===== src/rtl/scl_pkg.sv =====
package scl_pkg;

    localparam int ROWS_DEF = 16;
    localparam int COLS_DEF = 32;

    localparam int COL_W = 16;
    localparam int OUT_W = 2 * COL_W;
    localparam int IDX_W = 5;

    localparam int FIFO_DEPTH = 4;
    localparam int FPTR_W     = $clog2(FIFO_DEPTH);
    localparam int FCNT_W     = $clog2(FIFO_DEPTH + 1);

    typedef struct packed {
        logic e0;
        logic e1;
        logic e2;
        logic e3;
    } scl_corners_t;

    typedef struct packed {
        logic [OUT_W-1:0] even_column;
        logic [OUT_W-1:0] odd_column;
        logic [IDX_W-1:0] source_index;
        logic             last_of_run;
        logic             frame_done;
    } scl_result_t;

endpackage


===== src/rtl/scl_lane.sv =====
module scl_lane
    import scl_pkg::*;
(
    input  logic         pix,
    input  logic         up,
    input  logic         dn,
    input  logic         lf,
    input  logic         rt,
    output scl_corners_t corners
);

    logic edge_pix;

    // corners only differ from the centre across a diagonal edge
    assign edge_pix = (up != dn) && (lf != rt);

    always_comb begin
        corners.e0 = pix;
        corners.e1 = pix;
        corners.e2 = pix;
        corners.e3 = pix;
        if (edge_pix) begin
            corners.e0 = (lf == up) ? lf : pix;
            corners.e1 = (up == rt) ? rt : pix;
            corners.e2 = (lf == dn) ? lf : pix;
            corners.e3 = (dn == rt) ? rt : pix;
        end
    end

endmodule


===== src/rtl/scl_expand.sv =====
module scl_expand
    import scl_pkg::*;
#(
    parameter int ROWS = ROWS_DEF
) (
    input  logic [COL_W-1:0] left_col,
    input  logic [COL_W-1:0] centre_col,
    input  logic [COL_W-1:0] right_col,
    input  logic             has_left,
    input  logic             has_right,
    output logic [OUT_W-1:0] even_col,
    output logic [OUT_W-1:0] odd_col
);

    localparam int EFF_ROWS = (ROWS > COL_W) ? COL_W : ROWS;

    for (genvar r = 0; r < COL_W; r++) begin : g_row
        if (r < EFF_ROWS) begin : g_lane
            logic         p;
            logic         up;
            logic         dn;
            logic         lf;
            logic         rt;
            scl_corners_t c;

            assign p = centre_col[r];
            if (r > 0) begin : g_up
                assign up = centre_col[r-1];
            end else begin : g_up_edge
                assign up = p;
            end
            if (r < EFF_ROWS - 1) begin : g_dn
                assign dn = centre_col[r+1];
            end else begin : g_dn_edge
                assign dn = p;
            end
            assign lf = has_left  ? left_col[r]  : p;
            assign rt = has_right ? right_col[r] : p;

            scl_lane u_lane (
                .pix     (p),
                .up      (up),
                .dn      (dn),
                .lf      (lf),
                .rt      (rt),
                .corners (c)
            );

            // merge lane corners into the two output columns
            assign even_col[2*r]   = c.e0;
            assign even_col[2*r+1] = c.e2;
            assign odd_col[2*r]    = c.e1;
            assign odd_col[2*r+1]  = c.e3;
        end else begin : g_unused
            assign even_col[2*r+1:2*r] = 2'b00;
            assign odd_col[2*r+1:2*r]  = 2'b00;
        end
    end

endmodule


===== src/rtl/scale2x_column_expander.sv =====
// scale2x column expander: 2x pixel-art upscaler for a 1-bit frame
//
// input beats on s_ (valid/ready) carry one source column each, left to
// right, bit r = row r. result beats on m_ (valid/ready) carry the two
// output columns that expand one source column, its index and flags.
// the first column of a frame gives no result; every later column gives
// the pair for the column before it; the frame's last column gives two
// results, the second with m_frame_done set, and the column count restarts.
// m_last_of_run marks the final result caused by an input beat.
// a result is written into the result queue when its input beat is taken.
// throughput: one column per cycle while s_ready is high, set by the row
// lanes that expand a column combinationally and a 4-entry result queue;
// s_ready drops while the queue has fewer than two free entries.
// when the receiver stalls, results wait in the queue and s_ready falls
// once it is nearly full. reset (aresetn low, synchronous) empties the
// queue and clears the held columns and the column count.
module scale2x_column_expander
    import scl_pkg::*;
#(
    parameter int ROWS = ROWS_DEF,
    parameter int COLS = COLS_DEF
) (
    input  logic             aclk,
    input  logic             aresetn,
    input  logic             s_valid,
    output logic             s_ready,
    input  logic [COL_W-1:0] s_column_bits,
    output logic             m_valid,
    input  logic             m_ready,
    output logic [OUT_W-1:0] m_even_column,
    output logic [OUT_W-1:0] m_odd_column,
    output logic [IDX_W-1:0] m_source_index,
    output logic             m_last_of_run,
    output logic             m_frame_done
);

    localparam int CNT_W = $clog2(COLS);
    localparam int IW    = (CNT_W > IDX_W) ? CNT_W : IDX_W;

    logic [COL_W-1:0] left_reg,   left_next;
    logic [COL_W-1:0] centre_reg, centre_next;
    logic [CNT_W-1:0] cnt_reg,    cnt_next;

    scl_result_t      fifo_reg [FIFO_DEPTH];
    logic [FPTR_W-1:0] wr_ptr_reg, wr_ptr_next;
    logic [FPTR_W-1:0] rd_ptr_reg, rd_ptr_next;
    logic [FCNT_W-1:0] fcnt_reg,   fcnt_next;

    logic             in_fire;
    logic             out_fire;
    logic             first_col;
    logic             final_col;
    logic             push_a;
    logic             push_b;
    logic [IW-1:0]    idx_wide;
    logic [IW-1:0]    last_idx_wide;
    logic [OUT_W-1:0] even_a, odd_a, even_b, odd_b;
    scl_result_t      res_a, res_b;

    assign in_fire  = s_valid && s_ready;
    assign out_fire = m_valid && m_ready;
    assign s_ready  = (fcnt_reg <= FCNT_W'(FIFO_DEPTH - 2));

    assign first_col     = (cnt_reg == '0);
    assign final_col     = (cnt_reg >= CNT_W'(COLS - 1));
    assign idx_wide      = IW'(cnt_reg) - IW'(1);
    assign last_idx_wide = IW'(COLS - 1);

    assign push_a = in_fire && !first_col;
    assign push_b = push_a && final_col;

    // pair for the centre column, right neighbour is the new column
    scl_expand #(.ROWS(ROWS)) u_expand_a (
        .left_col   (left_reg),
        .centre_col (centre_reg),
        .right_col  (s_column_bits),
        .has_left   (cnt_reg > CNT_W'(1)),
        .has_right  (1'b1),
        .even_col   (even_a),
        .odd_col    (odd_a)
    );

    // pair for the frame's last column, no right neighbour
    scl_expand #(.ROWS(ROWS)) u_expand_b (
        .left_col   (centre_reg),
        .centre_col (s_column_bits),
        .right_col  ('0),
        .has_left   (1'b1),
        .has_right  (1'b0),
        .even_col   (even_b),
        .odd_col    (odd_b)
    );

    always_comb begin
        res_a.even_column  = even_a;
        res_a.odd_column   = odd_a;
        res_a.source_index = idx_wide[IDX_W-1:0];
        res_a.last_of_run  = !final_col;
        res_a.frame_done   = 1'b0;
        res_b.even_column  = even_b;
        res_b.odd_column   = odd_b;
        res_b.source_index = last_idx_wide[IDX_W-1:0];
        res_b.last_of_run  = 1'b1;
        res_b.frame_done   = 1'b1;
    end

    always_comb begin
        left_next   = left_reg;
        centre_next = centre_reg;
        cnt_next    = cnt_reg;
        if (in_fire) begin
            if (first_col) begin
                left_next   = '0;
                centre_next = s_column_bits;
                cnt_next    = CNT_W'(1);
            end else if (final_col) begin
                left_next   = '0;
                centre_next = '0;
                cnt_next    = '0;
            end else begin
                left_next   = centre_reg;
                centre_next = s_column_bits;
                cnt_next    = cnt_reg + CNT_W'(1);
            end
        end
    end

    always_comb begin
        wr_ptr_next = wr_ptr_reg + FPTR_W'(push_a) + FPTR_W'(push_b);
        rd_ptr_next = rd_ptr_reg + FPTR_W'(out_fire);
        fcnt_next   = fcnt_reg + FCNT_W'(push_a) + FCNT_W'(push_b) - FCNT_W'(out_fire);
    end

    always_ff @(posedge aclk) begin
        if (!aresetn) begin
            left_reg   <= '0;
            centre_reg <= '0;
            cnt_reg    <= '0;
            wr_ptr_reg <= '0;
            rd_ptr_reg <= '0;
            fcnt_reg   <= '0;
        end else begin
            left_reg   <= left_next;
            centre_reg <= centre_next;
            cnt_reg    <= cnt_next;
            wr_ptr_reg <= wr_ptr_next;
            rd_ptr_reg <= rd_ptr_next;
            fcnt_reg   <= fcnt_next;
        end
    end

    always_ff @(posedge aclk) begin
        if (push_a) begin
            fifo_reg[wr_ptr_reg] <= res_a;
        end
        if (push_b) begin
            fifo_reg[wr_ptr_reg + FPTR_W'(1)] <= res_b;
        end
    end

    assign m_valid        = (fcnt_reg != '0);
    assign m_even_column  = fifo_reg[rd_ptr_reg].even_column;
    assign m_odd_column   = fifo_reg[rd_ptr_reg].odd_column;
    assign m_source_index = fifo_reg[rd_ptr_reg].source_index;
    assign m_last_of_run  = fifo_reg[rd_ptr_reg].last_of_run;
    assign m_frame_done   = fifo_reg[rd_ptr_reg].frame_done;

endmodule


===== config.mk =====
export PLATFORM = sky130hd
export DESIGN_NAME = scale2x_column_expander
export DESIGN_NICKNAME = d
export VERILOG_FILES = /design/src/rtl/scl_pkg.sv /design/src/rtl/scl_lane.sv /design/src/rtl/scl_expand.sv /design/src/rtl/scale2x_column_expander.sv
export SDC_FILE = /design/constraint.sdc
export NUM_CORES = 1
export LEC_CHECK = 0
export ABC_AREA = 1
export BUFFER_PORTS_ARGS = -buffer_cell sky130_fd_sc_hd__clkbuf_2
export CORE_ASPECT_RATIO = 0.9
export CORE_MARGIN = 3
export CORE_UTILIZATION = 37
export CTS_CLUSTER_DIAMETER = 40
export CTS_CLUSTER_SIZE = 10
export DETAILED_ROUTE_END_ITERATION = 8
export HOLD_SLACK_MARGIN = 0.03
export PLACE_DENSITY = 0.65
export SLEW_MARGIN = 20
export SYNTH_ARGS = -nofsm -noshare
export SYNTH_HDL_FRONTEND = slang
export SYNTH_SLANG_ARGS = --single-unit

===== constraint.sdc =====
create_clock -name aclk -period 5.25 [get_ports aclk]
set_clock_uncertainty 0.2 [all_clocks]
set_input_delay 1.05 -clock aclk [delete_from_list [all_inputs] [get_ports aclk]]
set_output_delay 1.05 -clock aclk [all_outputs]
set_load 0.02 [all_outputs]

# Word-level counts from Yosys, hierarchy flattened
# Memory sizes are Yosys's and may differ from the RTL's. A register that Yosys moved wholly into a read port is not among the register bits.
# Index checks and enable logic that the tools add are counted.
totals:
  elab_cells: 342
  input_bits: 20
  output_inout_bits: 73
  regBits: 44
  ram_bits: 284
  n_memories: 1
memory_table:
  columns: ["name", "words", "word_bits", "read_ports", "rd_ports_with_merged_regs", "wr", "line", "source"]
  rows:
  - ["fifo_reg", 4, 71, 1, 1, 2, "scale2x_column_expander.sv:44", "scl_result_t fifo_reg [FIFO_DEPTH];"]
classes:
  n_lt_le_gt_ge: 3
  n_eq_ne: 128
  n_mux: 155
  addsub: 9
  n_reduce_logical: 40
op_table:
  columns: ["operator", "count"]
  rows:
  - ["2-to-1 mux 4 bit", 32]
  - ["2-to-1 mux 1 bit", 116]
  - ["== test 1 bit", 64]
  - ["2-to-1 mux 16 bit", 4]
  - ["inequality test 1 bit", 64]
  - ["logical AND 1 bit", 36]
  - ["2-to-1 mux 5 bit", 2]
  - ["adder 2 x 1 -> 2 bit", 3]
  - ["adder 3 x 1 -> 3 bit", 2]
  - ["adder 5 x 1 -> 5 bit (second input constant)", 1]
  - ["greater-or-equal comparator 5 bit (second input constant)", 1]
  - ["greater-than comparator 5 x 1 -> 1 bit (second input constant)", 1]
  - ["zero test 5 bit", 1]
  - ["subtractor 5 x 1 -> 5 bit (second input constant)", 1]
  - ["<= comparator 3 x 2 -> 1 bit (second input constant)", 1]
  - ["nonzero test 3 bit", 1]
  - ["subtractor 3 x 1 -> 3 bit", 1]
  - ["adder 2 x 1 -> 2 bit (second input constant)", 1]
  - ["zero test 1 bit", 2]
  - ["2-to-1 mux 2 bit", 1]

# Depth between registers and ports, before layout
depth:
  depth_word: 6
  mapped_depth: 15
  ltp_nobuf: 15

# Cells and area by module
# Synthesis repeated with hierarchy kept, for this count alone.
hier_totals:
  cells_unflattened: 2918
  area_unflattened_um2: 20947.6
modules_own_cells:
  columns: ["module", "area_each_um2", "seq_area_each_um2", "n_inst", "cells_per_inst"]
  rows:
  - ["scale2x_column_expander", 15177.1, 9128.8, 1, 1590]
  - ["scl_lane", 151.4, 0.0, 32, 35]
  - ["scl_expand", 462.9, 0.0, 2, 104]

# Worst setup path before layout
# OpenSTA, ideal clock, no wires.
synth_path:
  path_kind: "in2reg"
  startpoint: "input port s_valid"
  endpoint: "memory fifo_reg[1][10] in the netlist's numbering (enable)"
  t_arrival_ps: 3234
  cell_stages: 7
  path_slack_ps: 1392
  required_time_ps: 4626
  n_path_buf: 1
  setup_ps: 424
  path_cell_list: "nand2_4 > nor2_8 > nand3_2 > nor2_2 > buf_4 > inv_2 > nand2_1"
synth_rtl:
  columns: ["item", "line", "source"]
  rows:
  - ["start: declaration", "scale2x_column_expander.sv:25", "input logic s_valid,"]
  - ["end: declaration", "scale2x_column_expander.sv:44", null]

==> results by group <==
Outcome
  – Status: completed

Global routing
  – GRT Resource Usage Total: 0.200
  – Congestion Overflow GR: 0
  – Initial antenna violation count: 5
  – Pin count of the biggest net entering global routing: 70
  – First-pass GRT wire length: around 85000 um
  – Vias in the first global route: 15600

Pwr
  – Sw Share: 0.390
  – Int Pwr: slightly below 6 mW
  – Sequential share of power: 0.337
  – Clock power share: 0.327
  – Combinational share of power: 0.335
  – Peak supply drop: 0.219 mV
  – Psw: approximately 3.7 mW
  – Cell Pwr Density: between 400 and 500 nW/um2
  – Leakage power: approximately 10 nW

Yosys
  – Async set-or-reset flop fraction in the synthesized netlist: 0
  – Post-synth EDFFs: 256
  – Mux share of post-synthesis cell area: 0
  – Post-synthesis cell type count: 38
  – Yosys warnings: 0
  – XOR/XNOR share of the synthesized area: 0.00944
  – Largest family of logic cells by synthesized area: simple AND/OR/NAND/NOR gates
  – Mapped cell area: about 19000 um2
  – Syn nets: roughly 2500
  – Synth Area in Adders: 0.0119
  – Syn Area/Cell: ~7.6 um2
  – Synth Area in Compound Gates: 0.0969
  – Main flop type after synthesis: edfxtp_1
  – Post-Synth Simple-Gate Area: 0.324
  – Synthesis-stage register bit count: 328
  – Cells after synthesis: between 2000 and 2500
  – Seq/Total Area, Yosys: 0.492

Drt
  – Drt first pass iters: 6
  – WL/cell: roughly 17 um
  – Vias: roughly 17000
  – Antenna viol nets, final: 0
  – Initial detailed-routing violation count: approximately 1600
  – DRC errors left: 0
  – Overall routed net length: between 50000 and 60000 um
  – Via-to-Cell Ratio: approximately 5.2

Floorplanning
  – Starting Density: 0.376
  – DIE AREA: 52900 um2
  – Die W: 242 um
  – CORE AREA: 49300 um2
  – Die height: between 200 and 250 um
  – Top Ports: 93
  – Row count: 77

Setup path
  – Crit-path max FO: 69
  – Worst setup path class: reg -> out
  – Critical Path RT: ~4000 ps
  – CP Capture Type: output pin
  – Worst path arrival time: roughly 2900 ps
  – Critical-path cell list: inv_4 > buf_4 > o21ai_0 > o22ai_1 > clkbuf_2
  – CP Launch Type: flop
  – Slowest stage delay, CP: slightly above 600 ps
  – Critical path's slowest cell: inv_4

Clock tree
  – H-tree depth: 2
  – Worst-path clk slew: ~50 ps
  – Post-CTS Repair Setup Buffers: 0
  – CTS Hold Bufs: 0
  – Clock Latency Late Sink: ~560 ps
  – CTS Buffer Depth: 3
  – CTS sink cnt: about 330
  – TritonCTS buffer count: 49
  – Post_cts resized: 0
  – Root Driver: clkbuf_16
  – CTS tree: built

Place
  – Placer Congestion: 0.841
  – HPWL after detailed placement: roughly 34000 um
  – I/O Buffers: 92

Timing
  – Rel. slew slack: 0.445
  – Max Freq: 243 MHz
  – Worst Max-Slew Pin Slew: approximately 830 ps
  – Final Hold Viols: 0
  – Final setup vio count: 0
  – Post-layout min period: slightly above 4000 ps
  – Unrepaired setup endpoints after global routing: false
  – Max-slew violations: 0
  – Total negative slack: 0 ps
  – Final Cycle Share: 0.784

Finish
  – Final core occ: 0.426
  – Share of layout cells above drive strength 1: 0.105
  – Layout area overhead: 13.4%
  – Final #Nets: 2517
  – Max reg flops: between 200 and 300

Hold path
  – Hold crit path type: reg -> reg

Run
  – Max Cap Viol: 0
==> power by group through the flow <==
| stage | Clock, mW | Sequential (mW) | Combinational, mW |
|---|---|---|---|
| after CTS | 3.15 | 3.19 | 3.20 |
| final | 3.10 | 3.20 | 3.18 |
| after detailed placement | 0 | 3.24 | 3.19 |
| after global placement | 0 | 3.24 | 3.14 |
| after floorplan | 0 | 3.09 | 2.34 |
| after global routing | 3.25 | 3.22 | 3.54 |
==> metal layers <==
layer	global-route usage	up-vias	share of wire
met5	0	-	0.0013
met4	0.0639	8	0.025
met3	0.0309	118	0.070
met2	0.339	621	0.47
met1	0.264	7672	0.43
li1	-	8126	-
==> through the flow <==
step           total power [mW]  std cells  hold WS [ps]  setup WS (ps)  instance area, um2
2_1_floorplan              5.43       2458           221           1390               18600
3_3_place_gp               6.38       3100           241           1430               19500
3_5_place_dp               6.43       3100           241           1410               19500
4_1_cts                    9.54       3188           252           1080               21000
5_1_grt                    10.0       3189           282            968               21000
6_report                   9.48       3189           252           1130               21000
==> synthesized netlist by cell type, types with 16 or more instances <==
| master | n | area share |
|---|---|---|
| xor2_1 | 17 | 0.0080 |
| nand2_1 | 1024 | 0.21 |
| o21ai_0 | 189 | 0.051 |
| a21oi_1 | 24 | 0.0065 |
| nand2_2 | 27 | 0.0091 |
| nor2_1 | 228 | 0.046 |
| buf_2 | 38 | 0.010 |
| o22ai_1 | 73 | 0.025 |
| inv_1 | 138 | 0.028 |
| ha_1 | 16 | 0.011 |
| a211oi_1 | 17 | 0.0069 |
| nand4_1 | 33 | 0.011 |
| nand3_1 | 136 | 0.037 |
| clkbuf_1 | 90 | 0.018 |
| edfxtp_1 | 256 | 0.41 |
| dfxtp_1 | 72 | 0.078 |
==> placed cells by master (no fill, tap or decap), types with 3 or more instances in the layout <==
master / count
or2_2: 3
inv_2: 13
nand4_1: 33
clkbuf_1: 13
clkbuf_16: 51
nand3_2: 8
buf_12: 4
a21oi_1: 24
clkinv_2: 4
nand2_1: 1020
clkinvlp_4: 7
clkbuf_8: 5
dfxtp_1: 70
clkbuf_2: 92
o22ai_1: 73
inv_6: 3
edfxtp_1: 256
a211oi_1: 17
buf_4: 22
nand2_2: 31
inv_1: 136
xor2_1: 17
xnor2_1: 3
ha_1: 16
o21ai_0: 189
nor2_4: 6
nor2_1: 228
o211ai_1: 14
nand3_1: 136
==> cells by family (layout without fill, tap and decap cells) <==
logic type	Yosys count	after routing
XOR/XNOR	20	20
buffers and inverters	298	357
AND/OR/NAND/NOR	1474	1474
AO/OA/AOI/OAI	321	321
adder cells (fa/ha/maj)	17	17
other	0	1
flip-flops	328	328
==> area by class of cell <==
type / instances / area (um2)
multi-input combinational: 1832 / 8220
tap: 671 / 840
inverter: 151 / 569
sequential: 328 / 9130
clock inverter: 19 / 169
timing repair buffer: 118 / 706
antenna: 1 / 2.50
fill: 4887 / 28300
clock buffer: 69 / 1390
==> worst max-delay path, delay by kind of cell, from the launching register on <==
family          cells  cell delay [ps]
compound gates      2              410
flops               1              500
buf+inv             3             1380
==> worst paths after layout <==
kind	from	to	slack (ps)	cells after the start
worst max-delay path	rd_ptr_reg[0]	m_odd_column[27]	1130	5
worst min-delay path	fifo_reg[3][0]	fifo_reg[3][0]	250	2
worst max register to register	fcnt_reg[1]	fifo_reg[2][31]	1890	10
worst min register to register	fifo_reg[3][0]	fifo_reg[3][0]	250	2
Power figures use the tool's default switching activity.
